===== config.mk =====
export PLATFORM = sky130hd
export DESIGN_NAME = sbs_mul
export DESIGN_NICKNAME = d
export VERILOG_FILES = /design/src/hw/rtl/sbs_pkg.sv /design/src/hw/rtl/sbs_mul.sv
export SDC_FILE = /design/constraint.sdc
export NUM_CORES = 2
export LEC_CHECK = 0
export ABC_AREA = 1
export ABC_CLOCK_PERIOD_IN_PS = 10650
export BUFFER_PORTS_ARGS = -buffer_cell sky130_fd_sc_hd__buf_2
export CAP_MARGIN = 10
export CORE_MARGIN = 2
export CORE_UTILIZATION = 72
export DETAILED_ROUTE_END_ITERATION = 10
export PLACE_DENSITY = 0.91
export SYNTH_ARGS = -nofsm -noshare
export SYNTH_HDL_FRONTEND = slang
export SYNTH_SLANG_ARGS = --single-unit
export TNS_END_PERCENT = 5

===== constraint.sdc =====
create_clock -name vclk -period 10.65
set_clock_uncertainty 0.2 [all_clocks]
set_input_delay 1.065 -clock vclk [all_inputs]
set_output_delay 1.065 -clock vclk [all_outputs]
set_load 0.01 [all_outputs]

===== src/hw/rtl/sbs_pkg.sv =====
// ---------------------------------------------------------------------------
// sbs_pkg: shared types and constants of the sinusoid bank synthesizer
// Table entry layout, fixed-point widths and cosine polynomial coefficients.
// ---------------------------------------------------------------------------
`default_nettype none

package sbs_pkg;

	localparam int StepW  = 32;
	localparam int AmpW   = 18;
	localparam int PhaseW = 16;
	localparam int FreqW  = 23;
	localparam int RateW  = 18;
	localparam int OffW   = 10;
	localparam int DvdW   = FreqW + 24;

	// multiplier operand widths, signed
	localparam int MulAW  = 33;
	localparam int MulBW  = 19;
	localparam int MulPW  = MulAW + MulBW;

	localparam int AccW   = 44;

	localparam logic [FreqW-1:0] AudibleMin = 23'd12800;

	// Horner coefficients, innermost first, Q16
	localparam logic [16:0] PolyInit = 17'd60;
	localparam logic [16:0] PolyK [4] = '{17'd1367, 17'd16624, 17'd80852, 17'd65536};
	localparam logic [16:0] CosOne = 17'd65536;

	localparam logic OpLoad   = 1'b0;
	localparam logic OpSample = 1'b1;

	localparam logic CfgSampleRate    = 1'b0;
	localparam logic CfgHarmonicCount = 1'b1;

	typedef struct packed {
		logic [StepW-1:0]  step;
		logic [AmpW-1:0]   amp;
		logic [PhaseW-1:0] phase;
		logic              audible;
	} entry_t;

endpackage

`default_nettype wire


===== src/hw/rtl/sbs_mul.sv =====
// ---------------------------------------------------------------------------
// sbs_mul: shared signed multiplier
// One 33x19 signed product, used in turn for angle, square, polynomial and
// amplitude scaling.
// ---------------------------------------------------------------------------
`default_nettype none

module sbs_mul
	import sbs_pkg::*;
(
	input  wire logic signed [MulAW-1:0] a,
	input  wire logic signed [MulBW-1:0] b,
	output logic signed [MulPW-1:0]      p
);

	always_comb begin
		p = MulPW'(a) * MulPW'(b);
	end

endmodule

`default_nettype wire


==> flow_summary.yaml <==
grt:
  grt_util_all_layers: 0.4104
  grt_pass1_wl_um: 108700
  grt_pass1_vias: 22426
  grt_remaining_overflow: 0
  antenna_found_initial: 2
  grt_max_degree: 34
timing:
  hold_viol: 0
  min_period_ps: 9069
  finalCritPeriodShare: 0.8515
  finalSetupTns_ps: 0
  setup_viol: 0
  finalWorstSetupSlack_ps: 1581
  slew_viol_final: 0
  rsz0062_at_grt: "false"
  slew_headroom: 0.3346
  worst_slew_pin_slew_ps: 998.1
  fmax_mhz: 110.3
critical_path:
  worstSetupEndpointType: "output port"
  crit_top_cell: "inv_1"
  cp_num_buf_inv: 9
  cp.arrival_ps: 7800
  worstPathMaxFanout: 33
  crit_type: "in -> out"
  crit_path_start_kind: "primary input"
  cp_slowest_cell: "fa_1"
  critPathMaxStageDelay_ps: 750
  crit_family: "adder cells"
  cp.required_ps: 9390
logic_synthesis:
  ys_types: 27
  post_synth_instance_area_mm2: 0.02360
  syn_nets: 3994
  syn_area_per_cell_um2: 7.390
  syn_inst: 3194
  ys_warn_count: 0
  yosysSeqAreaShare: 0
routing:
  drc: 0
  drtPass1Iterations: 6
  wl_um: 65930
  met3_length_um: 6103
  wl_met1_um: 21470
  routed-wl-met2_um: 33320
  top_layer_used: "met4"
  drtIter0Drc: 1322
  wl_per_cell_um: 18.28
  vias: 19995
  ant_nets: 0
  avgViaCountPerCell: 5.543
final_layout:
  area_delta_synth_final_pct: 2.497
  nFlopsAndLatches: 0
  layout.nets: 3964
  multi_input_area_mm2: 0.01915
  fill_cells: 2376
  drive_gt1_frac: 0.04870
  seq_area_um2: 0
  clkbuf_count: 0
floorplan:
  dieArea_mm2: 0.03425
  die_h_um: 185.1
  initial_core_util: 0.7292
  die_w_um: 185.1
  ioPinCount: 104
  num_rows: 66
  core_mm2: 0.03237
place:
  dp_hpwl_um: 55550
  gp_congestion: 1.017
  post-place-ws_ps: 1655
  io_buffers: 104
cts:
  cts_setup_buffers: 0
  holdBufCountCts: 0
  cts_resized: 0
min_path:
  hp-class: "in -> out"
run:
  drv_cap: 0
run_status:
  status: "finished, final reports clean"
-- Yosys cell counts --
cell,n,share of area
nor2_1,101,0.016
xnor2_1,10,0.0037
or2_2,7,0.0019
nand2_1,953,0.15
o21bai_1,4,0.0013
xor2_1,19,0.0071
o21ai_0,13,0.0028
inv_2,2,0.00032
nor2_2,10,0.0027
o21bai_2,1,0.00048
nor2_4,3,0.0014
a21oi_1,47,0.010
nand3b_1,1,0.00032
nor3_1,4,0.00085
inv_1,1043,0.17
and2_1,1,0.00027
fa_1,607,0.51
and3_1,2,0.00053
buf_1,20,0.0032
nand3_2,4,0.0017
nand4_1,15,0.0040
and3_2,1,0.00032
nand2_2,13,0.0034
nor3_2,4,0.0017
clkbuf_1,121,0.019
ha_1,141,0.075
nand3_1,47,0.010
-- cell usage in the layout (no fill, tap or decap) --
cell type and instances:
nor2_1 101, nand3b_1 1, ha_1 141, xor2_1 19, diode_2 3, and3_1 2
xnor2_1 10, nor3_2 4, fa_1 607, inv_1 1043, o21bai_2 1, o21bai_1 4
nand3_1 47, and2_1 1, nor3_1 4, inv_2 2, or2_2 7, and3_2 1
nand2_1 953, a21oi_1 47, nand2_2 13, nand4_1 15, nand3_2 4, buf_4 5
o21ai_0 13, nor2_4 3, buf_2 104, nor2_2 10
-- layer usage --
layer	vias up	GRT usage
li1	8673	-
met5	-	0
met4	0	0.2584
met3	421	0.07373
met1	9633	0.4633
met2	1268	0.7219
-- cells by family (layout without fill, tap and decap cells) --
kind of cell,Yosys count,after routing,share of synthesized area
adders and majority gates,748,748,0.5896
other,0,3,0
xor gates and xnor gates,29,29,0.01076
and+or+nand+nor,1166,1166,0.1966
buffers and inverters,1186,1154,0.1886
AOI/OAI and AO/OA,65,65,0.01447
-- path summary, 6_finish.rpt --
| check | depth (start not counted) | start | end |
|---|---|---|---|
| setup / recovery | 26 | b[4] | p[51] |
| hold / removal | 4 | a[0] | p[0] |
-- through the flow --
step | instances | hold WS [ps] | utilization | instance area, um^2
finish | 3607 | 2532 | 0.7474 | 24190
global route | 3606 | 2525 | 0.7473 | 24190
CTS | 3604 | 2499 | 0.7471 | 24190
detailed placement | 3604 | 2500 | 0.7471 | 24190
global placement | 3604 | 2460 | 0.7471 | 24190
floorplan | 3194 | 2168 | - | 23600
-- cell type report --
cell class	instances	share of cell area
Inverter	1045	0.1621
Timing Repair Buffer	109	0.02307
Antenna cell	3	0.0003103
Tap cell	442	0.02286
Multi-Input combinational cell	2008	0.7916
Power is not shown: default switching activity piles up to over one toggle a cycle in this logic, so the estimate is an artifact.
