$ cat src/hw/rtl/sbs_pkg.sv
// ---------------------------------------------------------------------------
// sbs_pkg: shared types and constants of the sinusoid bank synthesizer
// Table entry layout, fixed-point widths and cosine polynomial coefficients.
// ---------------------------------------------------------------------------
`default_nettype none

package sbs_pkg;

	localparam int StepW  = 32;
	localparam int AmpW   = 18;
	localparam int PhaseW = 16;
	localparam int FreqW  = 23;
	localparam int RateW  = 18;
	localparam int OffW   = 10;
	localparam int DvdW   = FreqW + 24;

	// multiplier operand widths, signed
	localparam int MulAW  = 33;
	localparam int MulBW  = 19;
	localparam int MulPW  = MulAW + MulBW;

	localparam int AccW   = 44;

	localparam logic [FreqW-1:0] AudibleMin = 23'd12800;

	// Horner coefficients, innermost first, Q16
	localparam logic [16:0] PolyInit = 17'd60;
	localparam logic [16:0] PolyK [4] = '{17'd1367, 17'd16624, 17'd80852, 17'd65536};
	localparam logic [16:0] CosOne = 17'd65536;

	localparam logic OpLoad   = 1'b0;
	localparam logic OpSample = 1'b1;

	localparam logic CfgSampleRate    = 1'b0;
	localparam logic CfgHarmonicCount = 1'b1;

	typedef struct packed {
		logic [StepW-1:0]  step;
		logic [AmpW-1:0]   amp;
		logic [PhaseW-1:0] phase;
		logic              audible;
	} entry_t;

endpackage

`default_nettype wire

$ cat src/hw/rtl/sbs_div.sv
// ---------------------------------------------------------------------------
// sbs_div: bit-serial restoring divider
// Computes the low 32 bits of (freq << 24) / rate, one quotient bit a cycle.
// ---------------------------------------------------------------------------
`default_nettype none

module sbs_div
	import sbs_pkg::*;
(
	input  wire logic              clk,
	input  wire logic              arst_n,
	input  wire logic              start,
	input  wire logic [FreqW-1:0]  freq,
	input  wire logic [RateW-1:0]  rate,
	output logic                   done,
	output logic [StepW-1:0]       quot
);

	localparam int CntW = $clog2(DvdW + 1);

	logic [DvdW-1:0]  dvd_q;
	logic [RateW:0]   rem_q;
	logic [RateW-1:0] dsr_q;
	logic [CntW-1:0]  cnt_q;
	logic             busy_q;
	logic [RateW:0]   trial;
	logic             fits;

	always_comb begin
		trial = {rem_q[RateW-1:0], dvd_q[DvdW-1]};
		fits  = trial >= {1'b0, dsr_q};
	end

	always_ff @(posedge clk or negedge arst_n) begin
		if (!arst_n) begin
			busy_q <= 1'b0;
			done   <= 1'b0;
			cnt_q  <= '0;
		end else begin
			done <= 1'b0;
			if (start) begin
				busy_q <= 1'b1;
				cnt_q  <= '0;
			end else if (busy_q) begin
				cnt_q <= cnt_q + 1'b1;
				if (cnt_q == CntW'(DvdW - 1)) begin
					busy_q <= 1'b0;
					done   <= 1'b1;
				end
			end
		end
	end

	always_ff @(posedge clk) begin
		if (start) begin
			dvd_q <= {freq, 24'd0};
			dsr_q <= rate;
			rem_q <= '0;
			quot  <= '0;
		end else if (busy_q) begin
			dvd_q <= {dvd_q[DvdW-2:0], 1'b0};
			rem_q <= fits ? trial - {1'b0, dsr_q} : trial;
			quot  <= {quot[StepW-2:0], fits};
		end
	end

endmodule

`default_nettype wire

$ cat config.mk
export PLATFORM = sky130hd
export DESIGN_NAME = sbs_div
export DESIGN_NICKNAME = d
export VERILOG_FILES = /design/src/hw/rtl/sbs_pkg.sv /design/src/hw/rtl/sbs_div.sv
export SDC_FILE = /design/constraint.sdc
export NUM_CORES = 1
export LEC_CHECK = 0
export BUFFER_PORTS_ARGS = -buffer_cell sky130_fd_sc_hd__buf_2
export CAP_MARGIN = 10
export CORE_MARGIN = 2
export CORE_UTILIZATION = 32
export DETAILED_ROUTE_END_ITERATION = 10
export GPL_TIMING_DRIVEN = 0
export PLACE_DENSITY = 0.52
export SETUP_SLACK_MARGIN = 0.05
export SYNTH_ARGS = -nofsm -noshare
export SYNTH_HDL_FRONTEND = slang
export SYNTH_SLANG_ARGS = --single-unit
export TNS_END_PERCENT = 20
$ cat constraint.sdc
create_clock -name clk -period 2.37 [get_ports clk]
set_input_delay 0.474 -clock clk [delete_from_list [all_inputs] [get_ports clk]]
set_output_delay 0.474 -clock clk [all_outputs]
set_load 0.02 [all_outputs]
==> results of run 1 <==
-- placed cells by master (no fill, tap or decap), types with 4 or more instances in the layout --
cell and count:
a211oi_1 4, a21o_1 6, xnor2_1 7, inv_1 24
a311oi_1 5, o21a_1 5, ha_1 12, buf_1 6
nor2_1 57, o21ai_1 5, edfxtp_1 41, mux2_2 22
a21oi_1 17, clkbuf_1 12, xor2_1 8, nor3_1 4
dfrtp_1 8, ha_4 7, nand4_1 5, dfxtp_1 49
mux2i_1 31, nand2_1 30, o21ai_0 11, clkbuf_16 9
nand3_1 4, buf_2 77, buf_4 12
-- worst max path at each step --
stage | startpoint | depth (start not counted) | to | slack, ps
6_report | dsr_q[1] | 9 | rem_q[2] | -40
5_1_grt | dvd_q[46] | 11 | rem_q[10] | -130
2_1_floorplan | dsr_q[1] | 9 | rem_q[2] | 20
4_1_cts | dsr_q[1] | 9 | rem_q[2] | -100
3_5_place_dp | start | 4 | dvd_q[33] | -530
3_3_place_gp | start | 4 | dvd_q[33] | -500
-- cell type report --
type / count / area (µm²)
buffer: 21 / 98.84
clock buffer: 11 / 232.7
clock inverter: 5 / 35.03
fill: 1467 / 8569
inverter: 28 / 108.9
multi-input combinational: 305 / 2360
sequential: 99 / 2434
tap: 184 / 230.2
timing repair buffer: 87 / 465.4
-- routing by layer --
metal | routed length (µm) | GRT usage | vias up
met4 | 158 | 0.04072 | 0
met1 | 5427 | 0.1937 | 1729
met3 | 571 | 0.04928 | 12
met5 | 0 | 0 | -
met2 | 5357 | 0.2356 | 72
li1 | - | - | 1812
-- cells in the mapped netlist (4+ instances only) --
master and n:
nor2_1 59, dfxtp_1 50, edfxtp_1 41, mux2i_1 31
nand2_1 31, inv_1 28, mux2_2 22, a21oi_1 20
ha_1 20, o21ai_0 18, clkbuf_1 10, xnor2_1 9
a311oi_1 8, dfrtp_1 8, xor2_1 8, a211oi_1 6
a21o_1 6, buf_1 6, nand3_1 5, nand4_1 5
o21a_1 5, a31oi_1 4, nor3_1 4, nor4_1 4
-- power by group --
group	switching, mW	leakage (nW)	internal [mW]	total (mW)
Combinational	1.03	1.67	0.944	1.97
Clock	0.665	0.132	0.720	1.38
Sequential	0.156	0.930	1.97	2.13
-- flip-flops by register name, indices dropped and copies added, names as in the netlist --
signal / flops
dvd_q: 23
dsr_q: 18
done: 1
quot: 32
cnt_q: 6
rem_q: 18
busy_q: 1
-- metrics by stage --
step / TNS, ps / hold WS (ps) / instance area [µm²] / util / power, mW
2_1_floorplan: 0 / 178.4 / 4778 / - / 3.348
3_3_place_gp: -15640 / 325.2 / 5389 / 0.3708 / 3.733
3_5_place_dp: -16630 / 325.1 / 5389 / 0.3708 / 3.747
4_1_cts: -218.6 / 284.5 / 5824 / 0.4007 / 5.325
5_1_grt: -1992 / 278.1 / 5964 / 0.4104 / 5.813
6_report: -77.46 / 291.6 / 5964 / 0.4104 / 5.488
-- what timing repair did --
item / in CTS / in global routing
pin swaps: 9 / 16
hold endpoints to repair: 8 / 0
resized for setup: 21 / 27
setup buffers: 5 / 5
hold buffers: 1 / 0
setup endpoints to repair: 42 / 41
-- logic make-up after synthesis --
kind of cell	after synthesis	synth area share
AND/OR/NAND/NOR	126	0.1194
flip-flops	99	0.5090
adder cells (fa/ha/maj)	21	0.05656
buffers and inverters	49	0.04163
XOR/XNOR	17	0.03116
AO/OA/AOI/OAI	86	0.1191
multiplexers	55	0.1231
-- worst max-delay path: stages, from the launching register on --
cell and delay [ps]:
edfxtp_1 380, inv_2 90, ha_4 200, nor2b_4 130, o31a_1 280, o21a_1 190
a32o_2 260, or2_4 280, mux2_4 300, a22o_1 190
==> impl_results.md, run 1 <==
- Initial drt markers: 146
- Global placement routability congestion: 0.8901
- Clock Skew: 12.03 ps
- Share of cells above drive strength 1: 0.3076
- Die X: 126.2 µm
- Gate count of the mapped netlist: 453
- Asr flop ratio synth: 0.08081
- Clk sinks: 99
- Outcome: finished with violations
- Final WL: around 12 mm
- Crit end category: flip-flop
- Dpl ws: -527.6 ps
- HPWL after detailed placement: 8.003 mm
- Pre-Repair DR Iteration Count: 4
- CTS tree: built
- Die Area: about 16000 µm²
- Bufs on Longest Clock Path: 2
- Slew headroom: 0.4795
- First-pass GRT wire length: around 19 mm
- Clock transition at path regs: ~70 ps
- WP data required: 2620 ps
- Vias in the first global route: 3670
- Core Region: 14530 µm²
- Pwr Density: 920.1 nW/µm²
- H-tree depth: 3
- Ys Warns: 0
- Sequential-to-total area share from yosys stat: 0.5090
- Mapped Nets: between 500 and 600
- Mapped Avg Cell Area: 10.55 µm²
- Share of the synthesized area in the top cell type: 0.2577
- Port-buffer cells: 76
- Antenna-violating nets left: 0
- Static leakage: 2.734 nW
- Final Setup Violations: 2
- Largest net degree at the start of global routing: 24
- MaxCap Viol Count: 0
- Antenna violations before repair: 0
- Failing checks: negative setup slack
- I/O pin count: slightly below 80
- Max Fclk: between 0.4 and 0.5 GHz
- DRC viols: 0
- Placed instance count: 713
- Vias per cell: 4.899
- Area of the mapped netlist: 4778 µm²
- Total number of vias: 3625
- Worst min path class: in2reg
- Post-layout min period: 2409 ps
- N_diodes: 0
- Gr usage total: 0.1481
- Fin. Hold Viols: 0
- Wirelength per Cell: 15.56 µm
- Final Non-Filler Cells: 740
- CTS Buf Count: 9
- Fin crit share: 1.016
- FF-to-FF path depth: 9
- Layout overhead on the synthesized area: 24.82%
- Area contributors post-synth: edfxtp_1 26%, dfxtp_1 21%, mux2i_1 6.5%, ha_1 5.2%, mux2_2 5.2%
- Largest area contributor in the netlist: edfxtp_1
- Worst Hold Depth: 1
- Reg-to-reg endpoint: rem_q[2]
- CTS root buf: clkbuf_16
- Clock Latency Late Sink: 350 ps
- Commonest register cell after synthesis: dfxtp_1
- Worst Path Arrival: 2660 ps
- Worst-Margin Slew: ~800 ps
- Worst Setup Start Kind: flip-flop
- Worst reg-to-reg setup slack: -40 ps
- Hold Path End: dsr_q[11]
- FF+latch count, synth: 99
- Launch point of the worst reg-to-reg path: dsr_q[1]
- Die H: 126.2 µm
- Number of flops mapped to enable cells by yosys: 41
- Final setup margin: -39.04 ps
- Nets: 616
- RSZ-0062 raised after global routing: true
- Gr ovfl total: 0
- Hold_sp: rate[11]
- Cell variety after synth: 51
- CP Max Fanout: 4
- Rows: between 40 and 50
- Crit path kind: reg2reg
- VDD IR max: 370.3 µV
- Slew Viols, Final: 0
- Initial core utilization: 0.3288
No activity file was read; power rests on OpenSTA's default activity.
==> run 2, diff against run 1 <==
--- a/config.mk
+++ b/config.mk
@@ -13,6 +13,7 @@
 export GPL_TIMING_DRIVEN = 0
 export PLACE_DENSITY = 0.52
 export SETUP_SLACK_MARGIN = 0.05
+export SKIP_CTS_REPAIR_TIMING = 1
 export SYNTH_ARGS = -nofsm -noshare
 export SYNTH_HDL_FRONTEND = slang
 export SYNTH_SLANG_ARGS = --single-unit
==> impl_results.md, run 2 (same netlist as run 1, synthesis figures left out) <==
- HPWL after detailed placement: 8.003 mm (unchanged)
- Pwr Total: 5.368 mW (-2.2%)
- Clock Latency Late Sink: 350 ps (about the same)
- Fin crit share: 1.072 (+0.05503)
- Gr usage total: 0.1456 (-0.002518)
- Filler Cells Inserted: 1475 (+0.55%)
- DRC viols: 0 (unchanged)
- Core Region: 14530 µm² (unchanged)
- Nets: 615 (-0.16%)
- CP max-delay cell: edfxtp_1
- Vias in the first global route: 3645 (-0.68%)
- Global placement routability congestion: 0.8901 (unchanged)
- Most common cell after layout, fill and taps aside: buf_2
- Worst Setup Start Kind: flip-flop
- Crit path kind: reg2reg
- Rows: 44 (unchanged)
- Layout overhead on the synthesized area: 23.23%
- CTS tree: built
- Initial core utilization: 0.3288 (unchanged)
- Final Setup Violations: 14 (+12)
- RSZ-0062 raised after global routing: true
- Initial drt markers: 155 (+6.2%)
- Bufs on Longest Clock Path: 2 (unchanged)
- Met2 wire len: 5.239 mm (-2.2%)
- Pre-Repair DR Iteration Count: 4 (unchanged)
- Die X: 126.2 µm (unchanged)
- Fin. Hold Viols: 0 (unchanged)
- Clock Skew: 10.81 ps (-1.219 ps)
- Gr ovfl total: 0 (unchanged)
- CTS root buf: clkbuf_16
- WL met3: 556 µm (-2.6%)
- Antenna-violating nets left: 0 (unchanged)
- Post-layout min period: 2539 ps (+130.4 ps)
- Worst-Margin Slew: 772.1 ps (-8.655 ps)
- Failing checks: negative setup slack
- Slew headroom: 0.4853 (+0.005770)
- Largest net degree at the start of global routing: 24 (unchanged)
- Clk sinks: 99 (unchanged)
- Share of cells above drive strength 1: 0.2829 (-0.02467)
- Vias per cell: 4.892 (-0.14%)
- Wirelength per Cell: 15.45 µm (-0.73%)
- DR top layer: met4
- WP data required: 2620 ps (about the same)
- Seq. cell area: 2435 µm² (about the same)
- Most frequent cells in the layout: 77 x buf_2, 58 x nor2_1, 48 x dfxtp_1, 41 x edfxtp_1, 31 x mux2i_1
- Area of the multi-input gates: 2286 µm² (-3.1%)
- Outcome: finished with violations
- Cell Chain, Critical Path: inv_2 > ha_4 > nor2b_4 > o31a_1 > o21a_1 > a32o_2 > or2_4 > mux2_4 > a22o_1
- Die H: 126.2 µm (unchanged)
- CP Max Fanout: 5 (+1)
- CP max stage delay: 380 ps (about the same)
- H-tree depth: 3 (unchanged)
- Biggest regs: quot (32), dvd_q (23)
- Slew Viols, Final: 0 (unchanged)
- Final setup margin: -169.5 ps (-130.4 ps)
- Die Area: 15930 µm² (unchanged)
- Metal-1 WL: 5.477 mm (+0.92%)
- Antenna violations before repair: 0 (unchanged)
- N_diodes: 0 (unchanged)
- Final core utilization: 0.4051 (-0.005251)
- Final WL: 11.42 mm (-0.87%)
- VDD IR max: 369.2 µV (-0.30%)
- Crit end category: flip-flop
- Worst Path Arrival: 2790 ps (+130 ps)
- Total number of vias: 3615 (-0.28%)
- Port-buffer cells: 76 (unchanged)
- MaxCap Viol Count: 0 (unchanged)
- Placed instance count: 713 (unchanged)
- CTS Buf Count: 9 (unchanged)
- Max Fclk: 0.3938 GHz (-5.1%)
- First-pass GRT wire length: 18.46 mm (-1.5%)
- Top reg by flops: quot
- Fin area: 5888 µm² (-1.3%)
- Dpl cell area: 5389 µm² (unchanged)
- I/O pin count: 77 (unchanged)
- Static leakage: 2.708 nW (-0.94%)
- Worst reg-to-reg setup slack: -170 ps (-130 ps)
- Clock transition at path regs: 70 ps (about the same)
- Worst min path class: in2reg
- Max FFs per register: 32 (unchanged)
- Dpl ws: -527.6 ps (unchanged)
- Final Non-Filler Cells: 739 (-0.14%)
- Pwr Density: 911.7 nW/µm² (-0.92%)
run 2: cell count changes in the layout (fill, tap and decap cells not counted), sizes merged:
cell	previous run	this run
clkbuf	22	21
run 2: final cells by class:
| class | count | share of cell area |
|---|---|---|
| multi-input combinational | 305 | 0.3882 |
| tap | 184 | 0.03910 |
| clock inverter | 5 | 0.005950 |
| buffer | 21 | 0.01679 |
| timing repair buffer | 86 | 0.07841 |
| clock buffer | 11 | 0.03952 |
| inverter | 28 | 0.01849 |
| sequential | 99 | 0.4135 |
run 2: path summary, 6_finish.rpt:
path | from | end | cells after the start
hold / removal | rate[11] | dsr_q[11] | 1
max in group asynchronous | arst_n | cnt_q[4] | 2
setup reg to reg | dsr_q[1] | rem_q[2] | 9
hold reg to reg | quot[31] | quot[31] | 2
setup / recovery | dsr_q[1] | rem_q[2] | 9
min in group asynchronous | arst_n | cnt_q[2] | 2
run 2: per-layer routing:
layer	vias up	track usage
li1	1811	-
met3	11	0.04928
met4	0	0.03878
met2	61	0.2290
met5	-	0
met1	1732	0.1927
run 2: through the flow:
step                      hold WS [ps]  TNS (ps)
after floorplan                  178.4         0
after global placement           325.2    -15640
after detailed placement         325.1    -16630
after CTS                       -60.50     -7919
after global routing             278.1     -3607
final                            294.8    -869.5
run 2: power breakdown:
| part | internal (mW) | switching (mW) | total (mW) |
|---|---|---|---|
| Sequential | 1.98 | 0.150 | 2.13 |
| Combinational | 0.874 | 0.987 | 1.86 |
| Clock | 0.720 | 0.662 | 1.38 |
run 2: critical path, delay by kind of cell, from the launching register on:
family	cells	cell delay (ps)
buffers and inverters	1	90
adders and majority gates	1	200
and+or+nand+nor	2	420
DFF	1	380
muxes	1	300
AOI/OAI and AO/OA	4	1030
==> run 3, diff against run 2 <==
--- a/config.mk
+++ b/config.mk
@@ -11,7 +11,7 @@
 export CORE_UTILIZATION = 32
 export DETAILED_ROUTE_END_ITERATION = 10
 export GPL_TIMING_DRIVEN = 0
-export PLACE_DENSITY = 0.52
+export PLACE_DENSITY = 0.5
 export SETUP_SLACK_MARGIN = 0.05
 export SKIP_CTS_REPAIR_TIMING = 1
 export SYNTH_ARGS = -nofsm -noshare
==> constraint.sdc (replaced) <==
create_clock -name clk -period 2.6 [get_ports clk]
set_input_delay 0.52 -clock clk [delete_from_list [all_inputs] [get_ports clk]]
set_output_delay 0.52 -clock clk [all_outputs]
set_load 0.02 [all_outputs]
==> impl_results.md, run 3 (same netlist as run 1, synthesis figures left out) <==
- Dpl cell area: 5389 µm² (unchanged)
- Slew headroom: 0.4752 (-0.01007)
- Fin area: 5744 µm² (-2.4%)
- Die Area: 15930 µm² (unchanged)
- Biggest regs: quot (32), dvd_q (23)
- WP data required: 2840 ps (+220 ps)
- VDD IR max: 530.4 µV (+44%)
- Global placement routability congestion: 0.8540 (-4.1%)
- Gr usage total: 0.1431 (-0.002531)
- Antenna violations before repair: 0 (unchanged)
- MaxCap Viol Count: 0 (unchanged)
- Crit path kind: reg2reg
- Most common cell after layout, fill and taps aside: buf_2
- Clk sinks: 99 (unchanged)
- Largest net degree at the start of global routing: 24 (unchanged)
- N_diodes: 0 (unchanged)
- Wirelength per Cell: 15.04 µm (-2.6%)
- Pre-Repair DR Iteration Count: 4 (unchanged)
- Seq. cell area: 2432 µm² (-0.10%)
- Clock transition at path regs: 70 ps (about the same)
- I/O pin count: 77 (unchanged)
- Most frequent cells in the layout: 79 x buf_2, 58 x nor2_1, 50 x dfxtp_1, 41 x edfxtp_1, 31 x mux2i_1
- CTS root buf: clkbuf_16
- RSZ-0062 raised after global routing: true
- Nets: 610 (-0.81%)
- Max FFs per register: 32 (unchanged)
- Launch point of the worst reg-to-reg path: dsr_q[1]
- Vias per cell: 4.875 (-0.35%)
- Fin. Hold Viols: 0 (unchanged)
- Top reg by flops: quot
- Crit end category: flip-flop
- Layout overhead on the synthesized area: 20.21%
- Final core utilization: 0.3952 (-0.009900)
- Share of cells above drive strength 1: 0.2564 (-0.02652)
- Worst Hold Depth: 1 (unchanged)
- CTS Buf Count: 9 (unchanged)
- Hold_sp: rate[11]
- Core Region: 14530 µm² (unchanged)
- Gr ovfl total: 0 (unchanged)
- Clock Skew: 12.51 ps (+1.701 ps)
- Area of the multi-input gates: 2191 µm² (-4.2%)
- Initial drt markers: 163 (+5.2%)
- Worst Setup Start Kind: flip-flop
- Bufs on Longest Clock Path: 2 (unchanged)
- DRC viols: 0 (unchanged)
- Initial core utilization: 0.3288 (unchanged)
- Die H: 126.2 µm (unchanged)
- Fin crit share: 0.9764 (-0.09511)
- First-pass GRT wire length: 18.11 mm (-1.9%)
- Pwr Density: 821.6 nW/µm² (-9.9%)
- Post-layout min period: 2539 ps (-0.8327 ps)
- Slew Viols, Final: 0 (unchanged)
- Max Fclk: 0.3939 GHz (about the same)
- Worst-Margin Slew: 787.2 ps (+15.10 ps)
- Hold Path End: dsr_q[11]
- Outcome: finished clean
- Die X: 126.2 µm (unchanged)
- H-tree depth: 3 (unchanged)
- Worst min path class: in2reg
- Final WL: 11.04 mm (-3.3%)
- Vias in the first global route: 3561 (-2.3%)
- Rows: 44 (unchanged)
- CP Max Fanout: 5 (unchanged)
- Total number of vias: 3578 (-1.0%)
- FF-to-FF path depth: 9 (unchanged)
- Setup TNS: 0 ps (+869.5 ps)
- Reg-to-reg endpoint: rem_q[2]
- HPWL after detailed placement: 7.834 mm (-2.1%)
- Filler Cells Inserted: 1518 (+2.9%)
- Worst reg-to-reg setup slack: 60 ps (+230 ps)
- Final Setup Violations: 0 (-14)
- Worst Path Arrival: 2780 ps (about the same)
- CTS tree: built
- Port-buffer cells: 76 (unchanged)
- Static leakage: 2.673 nW (-1.3%)
- Antenna-violating nets left: 0 (unchanged)
- Clock Latency Late Sink: 350 ps (about the same)
## run 3: cell types whose count changed in the layout (fill, tap and decap cells not counted), moves of 2 or more
cell and change:
a311oi_1 +2, o21ai_1 -3, o21ai_0 +3, dfxtp_2 -2, ha_1 +5, buf_2 +2, a311oi_2 -2, ha_4 -5
dfxtp_1 +2, buf_4 -7
## run 3: area by class of cell
type / count / share of cell area
clock inverters: 5 / 0.006099
repair inverters: 1 / 0.001307
plain buffers: 21 / 0.01634
inverters: 28 / 0.01895
repair buffers: 80 / 0.07188
clock buffers: 11 / 0.04051
multi-input cells: 305 / 0.3814
well taps: 184 / 0.04008
flip-flops and latches: 99 / 0.4234
## run 3: metal layers
metal  GRT usage  wire, µm  vias up  part of all wire
met1      0.1853      5276     1697              0.48
met5           0         0        -                 0
met3     0.05013       546       10             0.049
met4     0.03685       128        0             0.012
met2      0.2290      5090       76              0.46
li1            -         -     1795                 -
## run 3: worst max-delay path, cell delays in order (launching register included)
cell and delay (ps):
edfxtp_1 380, inv_2 80, ha_1 230, nor2b_4 140
o31a_1 320, o21a_1 220, a32o_2 280, or2_4 270
mux2_4 300, a22o_1 200
## run 3: worst max path at each step
stage | from | to | slack, ps
finish | dsr_q[1] | rem_q[2] | 60
detailed placement | start | dvd_q[34] | -390
floorplan | dsr_q[1] | rem_q[2] | 240
global placement | start | dvd_q[37] | -320
CTS | dsr_q[14] | rem_q[5] | -80
global route | dsr_q[1] | rem_q[2] | -0.5
## run 3: where the power goes
group | total (mW) | internal [mW] | switching [mW]
Clock | 1.24 | 0.655 | 0.590
Sequential | 1.92 | 1.80 | 0.121
Combinational | 1.56 | 0.696 | 0.859
Total | 4.72 | 3.15 | 1.57
## run 3: stage by stage
step / hold slack, ps / power [mW] / setup WS (ps) / cells
after floorplan: 224.4 / 3.052 / 244.2 / 453
after global placement: 371.4 / 3.398 / -324.2 / 713
after detailed placement: 368.9 / 3.412 / -394.2 / 713
after CTS: -17.90 / 4.694 / -80.23 / 729
after global routing: 324.1 / 5.011 / -0.5136 / 734
final: 341.9 / 4.720 / 61.36 / 734
